`src/rtl/core/ppsf_pkg.sv`:
```
// ----------------------------------------------------------------------------
// ppsf_pkg
// Shared types and constants for the pixel plot shadow framebuffer.
// ----------------------------------------------------------------------------
package ppsf_pkg;

  // Controller command bytes
  localparam logic [7:0] CMD_EXT1        = 8'h30;
  localparam logic [7:0] CMD_COL_WINDOW  = 8'h15;
  localparam logic [7:0] CMD_PAGE_WINDOW = 8'h75;
  localparam logic [7:0] CMD_RAM_WRITE   = 8'h5c;

  // Positions within the nine-word bus sequence
  localparam int unsigned SEQ_W = 4;
  localparam logic [SEQ_W-1:0] SEQ_EXT1      = 4'd0;
  localparam logic [SEQ_W-1:0] SEQ_COL_CMD   = 4'd1;
  localparam logic [SEQ_W-1:0] SEQ_COL_LO    = 4'd2;
  localparam logic [SEQ_W-1:0] SEQ_COL_HI    = 4'd3;
  localparam logic [SEQ_W-1:0] SEQ_PAGE_CMD  = 4'd4;
  localparam logic [SEQ_W-1:0] SEQ_PAGE_LO   = 4'd5;
  localparam logic [SEQ_W-1:0] SEQ_PAGE_HI   = 4'd6;
  localparam logic [SEQ_W-1:0] SEQ_RAM_CMD   = 4'd7;
  localparam logic [SEQ_W-1:0] SEQ_DATA      = 4'd8;

  // Controller to datapath
  typedef struct packed {
    logic load;     // capture request word
    logic clr_wr;   // write zero at sweep address, advance sweep
    logic rd;       // read shadow byte at request address
    logic wr;       // write updated byte, hold it for the sequence
    logic idx_clr;  // restart sequence position
    logic idx_adv;  // advance sequence position
  } cmd_t;

  // Datapath to controller
  typedef struct packed {
    logic in_range;  // column and page inside the panel
    logic changed;   // requested bit differs from shadow
    logic clr_last;  // sweep at last entry
    logic seq_last;  // sequence at final word
  } status_t;

endpackage

```
`src/rtl/core/ppsf_ctrl.sv`:
```
// ----------------------------------------------------------------------------
// ppsf_ctrl
// Sequencer: clearing sweep, request read/check, nine-word bus sequence.
// ----------------------------------------------------------------------------
module ppsf_ctrl (
  input  logic              clk,
  input  logic              rst,
  input  logic              in_valid,
  output logic              in_ready,
  output logic              out_valid,
  input  logic              out_ready,
  input  ppsf_pkg::status_t status,
  output ppsf_pkg::cmd_t    cmd
);
  import ppsf_pkg::*;

  typedef enum logic [2:0] {
    ST_CLEAR,
    ST_IDLE,
    ST_READ,
    ST_CHECK,
    ST_SEND
  } state_t;

  state_t state;

  assign in_ready  = (state == ST_IDLE);
  assign out_valid = (state == ST_SEND);

  always_comb begin
    cmd         = '0;
    cmd.clr_wr  = (state == ST_CLEAR);
    cmd.load    = in_valid && (state == ST_IDLE);
    cmd.rd      = (state == ST_READ) && status.in_range;
    cmd.wr      = (state == ST_CHECK) && status.changed;
    cmd.idx_clr = (state == ST_CHECK);
    cmd.idx_adv = (state == ST_SEND) && out_ready && !status.seq_last;
  end

  always_ff @(posedge clk) begin
    if (rst) begin
      state <= ST_CLEAR;
    end else begin
      case (state)
        ST_CLEAR: begin
          if (status.clr_last) state <= ST_IDLE;
        end
        ST_IDLE: begin
          if (in_valid) state <= ST_READ;
        end
        ST_READ: begin
          // drop requests outside the panel
          state <= status.in_range ? ST_CHECK : ST_IDLE;
        end
        ST_CHECK: begin
          state <= status.changed ? ST_SEND : ST_IDLE;
        end
        ST_SEND: begin
          if (out_ready && status.seq_last) state <= ST_IDLE;
        end
        default: begin
          state <= ST_IDLE;
        end
      endcase
    end
  end

endmodule

```
`config.mk`:
```
export PLATFORM = sky130hd
export DESIGN_NAME = ppsf_ctrl
export DESIGN_NICKNAME = d
export VERILOG_FILES = /design/src/rtl/core/ppsf_pkg.sv /design/src/rtl/core/ppsf_ctrl.sv
export SDC_FILE = /design/constraint.sdc
export NUM_CORES = 1
export LEC_CHECK = 0
export ABC_AREA = 1
export BUFFER_PORTS_ARGS = -buffer_cell sky130_fd_sc_hd__buf_2
export CAP_MARGIN = 5
export CORE_AREA = 8 8 45 47
export DETAILED_ROUTE_END_ITERATION = 10
export DIE_AREA = 0 0 53 55
export GPL_ROUTABILITY_DRIVEN = 0
export HOLD_SLACK_MARGIN = 0.02
export SYNTH_ARGS = -nofsm -noshare
export SYNTH_HDL_FRONTEND = slang
export SYNTH_SLANG_ARGS = --single-unit
```
`constraint.sdc`:
```
create_clock -name clk -period 2 [get_ports clk]
set_clock_uncertainty 0.1 [all_clocks]
set_input_delay 0.5 -clock clk [delete_from_list [all_inputs] [get_ports clk]]
set_output_delay 0.5 -clock clk [all_outputs]
set_load 0.005 [all_outputs]
```
==> results list, run 1 <==
- The die is 55 um tall.
- Cells fill 25.5% of the core in the end.
* Run status: complete, no violations
- In this run the standard cell core region covers 1380 sq um.
- Max Cap Viol: 0
- Number of flip-flops under the largest register name: 3
- The floorplan step defined a die boundary enclosing 2920 sq um.
- Global-route total usage across every layer: 5.24%
- STA classifies the critical path endpoint as a primary output.
- The floorplan step set the die width to 53 um.
* Number of cells produced by synthesis: 38
- Rel. slew slack: 84.1%
- Resized cells post-CTS: 0
- Pin count of the biggest net entering global routing: 7
* Signed area change from the synthesized netlist to the final layout: 52.4%
- The initial antenna violation count is 0.
- Count of vias placed by the detailed router: 279
- Initial cell density of the core: 16.7%
- Mux share of post-synthesis cell area: 0%
- For this design, the CTS-stage hold fixing added 0 buffers.
- The total overflow left after global routing is 0.
- In this run the number of H-tree levels came out at 1.
- Proportion of synthesized chip area in sequential cells: 25.9%
* Maximum count of clock buffers along a single path: 2
- The max-slew violation count came to 0.
- Total DRC errors in the routed layout: 0
* Type of the most critical hold path: primary input to flop
- Final #Nets: 66
- The count of buffers added on input and output ports is 15.
- Based on the critical path, the design can be clocked at up to 573 MHz.
* Number of nets produced by synthesis: 46
- Largest registers: state (3)
- Clock root buffer: sky130_fd_sc_hd__clkbuf_4
- Arrival time of the worst setup path: 1.14 ns
* Slew at the pin closest to its max-slew limit: 0.238 ns
* CP Data Required Time: 1.40 ns
* Routed vias/inst: 3.82
- For the final routed database, the setup TNS stands at 0 ns.
* Fraction of the mapped netlist area in simple logic gates: 49.2%
- TritonCTS built the clock tree.
- Share of final-layout standard cells stronger than drive strength 1: 49.1%
- Once the clock tree was built, the setup fixing pass inserted 0 buffers.
* Cell area after synthesis: 231 sq um
- Pin placement for this block handled 16 I/O pins.
* Clock transition at the registers of the reported paths: 0.04 ns
* Synth Area in XOR/XNOR: 0%
- RSZ-0062 raised after global routing: no
- CP Launch Type: flop
* Most frequent cells in the layout: sky130_fd_sc_hd__buf_2, sky130_fd_sc_hd__inv_1, sky130_fd_sc_hd__inv_2, sky130_fd_sc_hd__nand2_1, sky130_fd_sc_hd__nor2_1
- The clock period could shrink to 1.74 ns.
- The worst path uses 87.2% of the clock period.
* Most frequent standard cell in the layout excluding fill and tap cells: sky130_fd_sc_hd__buf_2
- Via count of the first global-routing pass: 262
- In this run the remaining antenna-violating nets after routing total 0.
* Antenna Cells: 0
- After synthesis, the mean cell area works out to 6.09 sq um.
- Critical path start-end classification: flop to primary output
- Count of standard-cell rows: 14
* Pre-Repair DR Iteration Count: 4
- Synth Warn #: 0
- Inserted Clock Buffers: 3
- Area fraction in compound gates after synthesis: 8.65%
- The first global-routing pass estimated 1080 um of wire.
- For this design the static power due to leakage is 0.000204 uW.
- Area share of fa/ha/maj cells after synthesis: 0%
- The first routing iteration left 4 violations.
* Count of final setup violators: 0
- Across the VDD grid, the largest voltage drop is 0.130 mV.
- The clock reaches the later pin of the worst-skew pair after 0.24 ns.
* Count of different cell masters after synthesis: 14
- Synthesis inferred 3 register bits.
- For this block, the routed nets add up to 678 um of wire.
* Number of endpoints with negative hold slack in the final report: 0
- Summed over all nets, the half-perimeter wirelength after detailed placement is 577 um.
- Of all nets on the critical path, the largest fanout is 4.
- Post-route worst hold slack: 0.350 ns
- Counting every sink on the clock net gives 3.
* Dominant combinational cell family by area after synthesis: simple AND/OR/NAND/NOR gates
- In the final routed layout, each cell accounts on average for 9.29 um.
- Total power divided by cell area: 706 nW/um^2
- Largest reg by FF count: state
cell families after synthesis:
group | after synthesis
AO/OA/AOI/OAI | 4
buffers and inverters | 10
flip-flops | 3
AND/OR/NAND/NOR | 21
synth_stat cells:
master,count,share of area (%)
sky130_fd_sc_hd__nor2_4,1,4.9
sky130_fd_sc_hd__nand2_2,1,2.7
sky130_fd_sc_hd__nand3_1,3,6.5
sky130_fd_sc_hd__inv_1,6,9.7
sky130_fd_sc_hd__nor2_2,3,8.1
sky130_fd_sc_hd__nor2_1,4,6.5
sky130_fd_sc_hd__a21oi_1,1,2.2
sky130_fd_sc_hd__dfxtp_1,3,26
sky130_fd_sc_hd__nor3_1,3,6.5
sky130_fd_sc_hd__nand2_1,4,6.5
sky130_fd_sc_hd__nand3_2,1,4.3
sky130_fd_sc_hd__o21ai_0,3,6.5
sky130_fd_sc_hd__inv_2,4,6.5
sky130_fd_sc_hd__nand3b_1,1,3.2
through the flow:
stage | setup WS, ns | power [uW] | instances | instance area, sq um
6_report | 0.256 | 249 | 73 | 353
5_1_grt | 0.128 | 270 | 73 | 353
4_1_cts | 0.250 | 254 | 73 | 353
3_5_place_dp | 0.499 | 141 | 69 | 327
3_3_place_gp | 0.501 | 140 | 69 | 327
2_1_floorplan | 0.645 | 115 | 38 | 231
where the power goes:
group / leakage, uW / switching, uW / internal, uW / total [uW]
Clock: 0.0000150 / 34.3 / 75.0 / 109
Combinational: 0.000165 / 38.8 / 28.6 / 67.4
Sequential: 0.0000246 / 6.88 / 65.5 / 72.3
area by class of cell:
type / count / area (sq um)
Clock buffer: 4 / 26.3
Fill cell: 166 / 1030
Inverter: 10 / 37.5
Multi-Input combinational cell: 25 / 134
Sequential cell: 3 / 60.1
Tap cell: 16 / 20.0
Timing Repair Buffer: 15 / 75.1
worst paths after layout:
| check | startpoint | to | slack [ns] | cells past startpoint |
|---|---|---|---|---|
| worst max-delay path | state[1] | cmd[2] | 0.26 | 7 |
| worst min-delay path | rst | state[2] | 0.35 | 2 |
| worst max register to register | state[0] | state[0] | 0.88 | 5 |
| worst min register to register | state[0] | state[2] | 0.55 | 4 |
layer usage:
metal | track usage, % | vias to the layer above | share of wire [%]
li1 | - | 153 | -
met1 | 4.10 | 117 | 36
met2 | 8.79 | 7 | 54
met3 | 2.41 | 2 | 7.2
met4 | 6.47 | 0 | 2.5
met5 | 0 | - | 0
worst max-delay path, stage by stage (launching register included):
cell,delay [ns]
sky130_fd_sc_hd__dfxtp_1,0.37
sky130_fd_sc_hd__inv_2,0.08
sky130_fd_sc_hd__nor2_2,0.11
sky130_fd_sc_hd__inv_2,0.06
sky130_fd_sc_hd__nor2_4,0.08
sky130_fd_sc_hd__nand2_2,0.06
sky130_fd_sc_hd__inv_1,0.05
sky130_fd_sc_hd__buf_2,0.10
Note: power is estimated with default switching activity, not from simulation.
==> inputs of run 2 (changes only) <==
--- a/config.mk
+++ b/config.mk
@@ -8,10 +8,11 @@
 export ABC_AREA = 1
 export BUFFER_PORTS_ARGS = -buffer_cell sky130_fd_sc_hd__buf_2
 export CAP_MARGIN = 5
-export CORE_AREA = 8 8 45 47
+export CORE_AREA = 4 4 41 43
 export DETAILED_ROUTE_END_ITERATION = 10
-export DIE_AREA = 0 0 53 55
+export DIE_AREA = 0 0 45 47
 export GPL_ROUTABILITY_DRIVEN = 0
+export GPL_TIMING_DRIVEN = 1
 export HOLD_SLACK_MARGIN = 0.02
 export SYNTH_ARGS = -nofsm -noshare
 export SYNTH_HDL_FRONTEND = slang
==> results list, run 2 (same netlist as run 1, synthesis figures left out) <==
- Most frequent standard cell in the layout excluding fill and tap cells: sky130_fd_sc_hd__buf_2
* Routed Wire Length: 625 um (-7.8%)
- Clk sinks: 3 (unchanged)
- The total CTS buffers is 3 (unchanged).
* Post-route worst hold slack: 0.352 ns (+0.00173 ns)
- Internal power: 169 uW (about the same)
- Setup repair after global routing left no endpoint under its margin.
- The flow ran to the end, and the final reports show no timing, DRC or antenna violations.
- Clock share of power: 43.9% (about the same)
- The die boundary height came to 47 um (-15%).
* Clock transition at the registers of the reported paths: 0.04 ns (about the same)
- Final #Nets: 66 (unchanged)
* R2r startpoint: state[0]
* Slack of the worst reg-to-reg path: 0.90 ns (+0.02 ns)
* Initial cell density of the core: 17.8% (+1.1 points)
- Switch share: 31.5% (-0.59 points)
- Max Cap Viol: 0 (unchanged)
- For hold timing, the worst endpoint is state[2].
* Setup ws final: 0.270 ns (+0.0138 ns)
- The worst-case clock buffer depth came to 2 (unchanged).
- The data required time of the worst path is 1.40 ns (about the same).
- Type of the most critical hold path: primary input to flop
* Global-route wire length before repair: 1020 um (-5.1%)
- The maximum number of pins on one net before global-route repair was 7 (unchanged).
* CTS tree: done
* Count of standard-cell rows: 13 (-1)
* Slew at the pin closest to its max-slew limit: 0.248 ns (+0.0107 ns)
- The power dissipated by switching net loads was 77.8 uW (-2.7%).
- The met2 demand-to-capacity share in global routing was 9.04% (+0.25 points).
- The worst hold path begins at rst.
- From synthesis to final layout, the design area changed by 51.9%.
- The initial antenna violation count was 0 (unchanged).
- The via count of the first global-routing pass is 262 (unchanged).
* Total half-perimeter wirelength after legalization and detailed placement: 519 um (-10%)
- Lkg Pwr: 0.000204 uW (unchanged)
- Worst R2R End: state[0]
* Final period utilization: 86.5% (-0.69 points)
* Post-CTS repair timing setup buffer count: 0 (unchanged)
* Largest registers: state (3)
- Fraction of power consumed by sequential logic: 29.1% (about the same)
- Most crowded layer after global routing: met2
* Maximum resistive drop on vdd: 0.175 mV (+34%)
- Resized cells post-CTS: 0 (unchanged)
- The end-of-flow core utilization was 27.0% (+1.5 points).
- Share of final-layout standard cells stronger than drive strength 1: 49.1% (unchanged)
* CTS Hold Buffers Added: 0 (unchanged)
- Total power divided by cell area: 702 nW/um^2 (-0.54%)
- The number of antenna-violating nets in the routed design came to 0 (unchanged).
* DIE AREA: 2120 sq um (-27%)
- Critical Path Sink Type: primary output
- The met3 layer usage reported by global route is 3.45% (+1.0 points).
- Accumulated negative setup slack: 0 ns (unchanged)
- The number of violations reported at the end of detailed-routing iteration 0 is 5 (+1).
* CP Max Fanout: 5 (+1)
* Count of vias placed by the detailed router: 281 (+0.72%)
- Largest reg by FF count: state
- The data arrival time of the worst path came to 1.13 ns (about the same).
* Rel. slew slack: 83.4% (-0.71 points)
- Most frequent cells in the layout: sky130_fd_sc_hd__buf_2, sky130_fd_sc_hd__inv_1, sky130_fd_sc_hd__inv_2, sky130_fd_sc_hd__nand2_1, sky130_fd_sc_hd__nor2_1
- The depth of the worst register-to-register path was 5 (unchanged).
* Hold depth: 2 (unchanged)
- Count of final setup violators: 0 (unchanged)
- Port Buffer Count: 15 (unchanged)
* Total DRC errors in the routed layout: 0 (unchanged)
* Final critical path time including I/O delays and setup: 1.73 ns (-0.0138 ns)
* Number of max-slew violations in the final report: 0 (unchanged)
* Count of H-tree levels built during CTS: 1 (unchanged)
* Remaining global-route overflow: 0 (unchanged)
- Antenna Cells: 0 (unchanged)
- The worst setup path is of the flop to primary output kind.
- Clock root buffer: sky130_fd_sc_hd__clkbuf_4
- Met1 global-route usage: 8.86% (+4.8 points)
- The clock latency at the later pin of the worst-skew pair was 0.23 ns (about the same).
- The overall power came to 247 uW (-0.90%).
- The x dimension of the die is 45 um (-15%).
- Per-cell routed wire length: 8.68 um (-6.5%)
- STA classifies the critical path startpoint as a flop.
- Number of inserted filler cells in the final layout: 161 (-3.0%)
* Pre-Repair DR Iteration Count: 4 (unchanged)
- Number of flip-flops under the largest register name: 3 (unchanged)
* Standard cell core area: 1300 sq um (-6.0%)
- The final-report hold violation count is 0 (unchanged).
- The total routing usage reported by global routing came to 7.50% (+2.3 points).
- Achievable Freq: 578 MHz (+0.80%)
- The portion of total power attributed to combinational logic was 27.0% (about the same).
- Routed vias/inst: 3.90 (+2.1%)
* Pre-CTS setup slack: 0.480 ns (-0.0187 ns)
* Count of pins on the block boundary: 16 (unchanged)
run 2: per-stage QoR:
step | cells | cell area, sq um
final | 72 | 352
after detailed placement | 68 | 325
after floorplan | 38 | 231
after global placement | 68 | 325
after CTS | 72 | 352
after global routing | 72 | 352
run 2: layout make-up:
| cell class | instances | area [sq um] | area share [%] |
|---|---|---|---|
| clock buffers | 4 | 26.3 | 7.47 |
| inverters | 10 | 37.5 | 10.7 |
| multi-input cells | 25 | 134 | 38.1 |
| flip-flops and latches | 3 | 60.1 | 17.1 |
| well taps | 15 | 18.8 | 5.34 |
| repair buffers | 15 | 75.1 | 21.4 |
run 2: worst max path at each step:
| stage | start | cells past startpoint | end | slack (ns) |
|---|---|---|---|---|
| after floorplan | state[1] | 6 | cmd[2] | 0.64 |
| after global placement | status[3] | 4 | cmd[3] | 0.47 |
| after detailed placement | status[3] | 4 | cmd[3] | 0.48 |
| after CTS | state[1] | 7 | cmd[2] | 0.26 |
| after global routing | state[1] | 6 | cmd[0] | 0.11 |
| final | state[0] | 5 | cmd[5] | 0.27 |
run 2: worst max-delay path: stages, from the launching register on:
cell	delay [ns]
sky130_fd_sc_hd__dfxtp_1	0.39
sky130_fd_sc_hd__inv_2	0.08
sky130_fd_sc_hd__nor2_2	0.14
sky130_fd_sc_hd__nand2_1	0.09
sky130_fd_sc_hd__nor2_1	0.08
sky130_fd_sc_hd__buf_2	0.11
run 2: routing by layer:
layer	routed length, um	vias up
li1	-	155
met1	297	108
met2	258	15
met3	46	3
met4	23	0
met5	0	-
run 2: power by group through the flow:
stage          Sequential [uW]  Combinational [uW]  Clock [uW]
6_report                  71.9                66.5         108
5_1_grt                   73.4                77.2         118
4_1_cts                   71.9                67.7         112
3_5_place_dp              72.7                67.4           0
3_3_place_gp              72.5                66.8           0
2_1_floorplan             71.7                43.2           0
==> inputs of run 3 (changes only) <==
--- a/config.mk
+++ b/config.mk
@@ -8,12 +8,16 @@
 export ABC_AREA = 1
 export BUFFER_PORTS_ARGS = -buffer_cell sky130_fd_sc_hd__buf_2
 export CAP_MARGIN = 5
-export CORE_AREA = 4 4 41 43
+export CELL_PAD_IN_SITES_DETAIL_PLACEMENT = 1
+export CELL_PAD_IN_SITES_GLOBAL_PLACEMENT = 2
+export CORE_MARGIN = 4
+export CORE_UTILIZATION = 17
+export CTS_CLUSTER_DIAMETER = 200
 export DETAILED_ROUTE_END_ITERATION = 10
-export DIE_AREA = 0 0 45 47
 export GPL_ROUTABILITY_DRIVEN = 0
 export GPL_TIMING_DRIVEN = 1
 export HOLD_SLACK_MARGIN = 0.02
+export PLACE_DENSITY_LB_ADDON = 0.1
 export SYNTH_ARGS = -nofsm -noshare
 export SYNTH_HDL_FRONTEND = slang
 export SYNTH_SLANG_ARGS = --single-unit
==> results list, run 3 (same netlist as run 1, synthesis figures left out) <==
- The run finished with clean final reports.
- The tightest min-delay check is of the primary input to flop type.
* Share of final-layout standard cells stronger than drive strength 1: 49.1% (unchanged)
- Rel. slew slack: 83.5% (+0.11 points)
* Number of flip-flops under the largest register name: 3 (unchanged)
- The total routing usage reported by global routing was 8.59% (+1.1 points).
* Maximum count of clock buffers along a single path: 2 (unchanged)
- Achievable Freq: 569 MHz (-1.5%)
* GR met3 Demand/Resource: 2.79% (-0.66 points)
* Total DRC errors in the routed layout: 0 (unchanged)
- The max-capacitance violation count was 0 (unchanged).
* Power Total: 247 uW (+0.13%)
- Internal power: 169 uW (about the same)
* Pre-CTS setup slack: 0.480 ns (-0.000810 ns)
- Arrival time of the worst setup path: 1.16 ns (+0.03 ns)
- Fraction of power consumed by sequential logic: 29.2% (about the same)
* Number of max-slew violations in the final report: 0 (unchanged)
- The number of nets in the finished design came to 66 (unchanged).
* Count of final setup violators: 0 (unchanged)
- Residual antenna-violating net count after detailed routing: 0 (unchanged)
* Total half-perimeter wirelength after legalization and detailed placement: 603 um (+16%)
- The maximum number of pins on one net before global-route repair came to 7 (unchanged).
- The final-report hold violation count is 0 (unchanged).
- The via count was 307 (+9.3%).
- Slew at the pin closest to its max-slew limit: 0.247 ns (-0.00171 ns)
- Lkg Pwr: 0.000204 uW (unchanged)
* CP Data Required Time: 1.40 ns (about the same)
* Count of H-tree levels built during CTS: 1 (unchanged)
* Die width: 44.9 um (-0.22%)
* Signed area change from the synthesized netlist to the final layout: 51.9% (unchanged)
- The met2 demand-to-capacity share in global routing came to 13.8% (+4.7 points).
- Largest reg by FF count: state
- Antenna Cells: 0 (unchanged)
- The post-layout minimum cycle time is 1.76 ns (+0.0258 ns).
* Cell count after placement: 68 (unchanged)
* Remaining global-route overflow: 0 (unchanged)
* Inserted Clock Buffers: 3 (unchanged)
* Setup ws final: 0.244 ns (-0.0258 ns)
* Post-route worst hold slack: 0.349 ns (-0.00239 ns)
* Most crowded layer after global routing: met2
- Critical path start-end classification: flop to primary output
- The clock share of power came to 43.2% (-0.7 points).
- Met1 global-route usage: 9.13% (+0.27 points)
* Largest registers: state (3)
* CTS Hold Buffers Added: 0 (unchanged)
- Die span in y: 44.9 um (-4.5%)
- The worst setup path is launched from a flop.
* Accumulated negative setup slack: 0 ns (unchanged)
- Resized cells post-CTS: 0 (unchanged)
- Routed vias/inst: 4.26 (+9.3%)
- Delay contributed by the slowest stage of the critical path: 0.33 ns (-0.06 ns)
- The die outline area is 2020 sq um (-4.7%).
- Worst-path cell with the longest stage delay: sky130_fd_sc_hd__dfxtp_1
- Portion of total power attributed to combinational logic: 27.7% (+0.7 points)
- The initial antenna violation count came to 0 (unchanged).
* CTS tree: done
* CP Max Fanout: 4 (-1)
- Clock root buffer: sky130_fd_sc_hd__clkbuf_4
* RSZ-0062 raised after global routing: no
- Clk sinks: 3 (unchanged)
* Most frequent cells in the layout: sky130_fd_sc_hd__buf_2, sky130_fd_sc_hd__inv_1, sky130_fd_sc_hd__inv_2, sky130_fd_sc_hd__nand2_1, sky130_fd_sc_hd__nor2_1
- The total wirelength of the detailed-routed design is 704 um (+13%).
* Critical Path Sink Type: primary output
* Total power divided by cell area: 703 nW/um^2 (+0.13%)
- Count of standard-cell rows: 13 (unchanged)
* Clock insertion delay at the later pin of the skew report: 0.23 ns (about the same)
* Switch share: 31.6% (+0.13 points)
- Global-route wire length before repair: 1240 um (+22%)
- The layout filler cell count is 178 (+11%).
- Clock transition at the registers of the reported paths: 0.04 ns (about the same)
- Leaving out fill and tap cells, the most frequent cell in the layout is sky130_fd_sc_hd__buf_2.
* Final period utilization: 87.8% (+1.3 points)
- The I/O pin count is 16 (unchanged).
- The final cell count without fillers is 72 (unchanged).
* Port Buffer Count: 15 (unchanged)
- Per-cell routed wire length: 9.78 um (+13%)
- The critical path goes through nor2_1 > nand2_1 > inv_1 > nand2_1 > nor2_1 > buf_2.
- Pre-Repair DR Iteration Count: 2 (-2)
* Switching power: 78.2 uW (+0.55%)
* Initial DRC Count: 2 (-3)
- The starting density of the core is 18.0% (+0.23 points).
* Post-CTS repair timing setup buffer count: 0 (unchanged)
- Maximum resistive drop on vdd: 0.190 mV (+8.7%)
* Via count of the first global-routing pass: 327 (+25%)
- Standard cell core area: 1280 sq um (-1.3%)
==> run 3: cell counts in the layout (fill, tap and decap cells not counted) <==
Identical to the previous run, type by type.
==> run 3: power by group through the flow <==
stage          Combinational [uW]  Sequential (uW)  Clock (uW)
2_1_floorplan                43.2             71.7           0
3_5_place_dp                 68.9             73.4           0
5_1_grt                      78.0             73.5         118
3_3_place_gp                 67.2             73.6           0
6_report                     68.3             72.1         107
4_1_cts                      69.3             72.5         110
==> run 3: final timing paths <==
| kind | cells after the start | from | end | slack (ns) |
|---|---|---|---|---|
| worst max-delay path | 6 | state[1] | cmd[0] | 0.24 |
| worst min-delay path | 2 | rst | state[2] | 0.35 |
| worst max register to register | 5 | state[0] | state[0] | 0.86 |
| worst min register to register | 4 | state[0] | state[2] | 0.53 |
==> run 3: critical path, delay by kind of cell, from the launching register on <==
kind	cells	cell delay [ns]
and+or+nand+nor	4	0.40
DFF	1	0.33
buffers and inverters	2	0.20
==> run 3: layout make-up <==
| type | count | area [sq um] | share of cell area [%] |
|---|---|---|---|
| Multi-Input combinational cell | 25 | 134 | 38.1 |
| Timing Repair Buffer | 15 | 75.1 | 21.4 |
| Sequential cell | 3 | 60.1 | 17.1 |
| Inverter | 10 | 37.5 | 10.7 |
| Clock buffer | 4 | 26.3 | 7.47 |
| Tap cell | 15 | 18.8 | 5.34 |
==> run 3: metrics by stage <==
stage	util [%]	area (sq um)
final	27.4	352
after global routing	27.4	352
after CTS	27.4	352
after detailed placement	25.3	325
after global placement	25.3	325
after floorplan	-	231
==> run 3: layer usage <==
layer	part of all wire, %	vias up
li1	-	157
met1	43	139
met2	50	11
met3	7.2	0
met4	0	0
met5	0	-
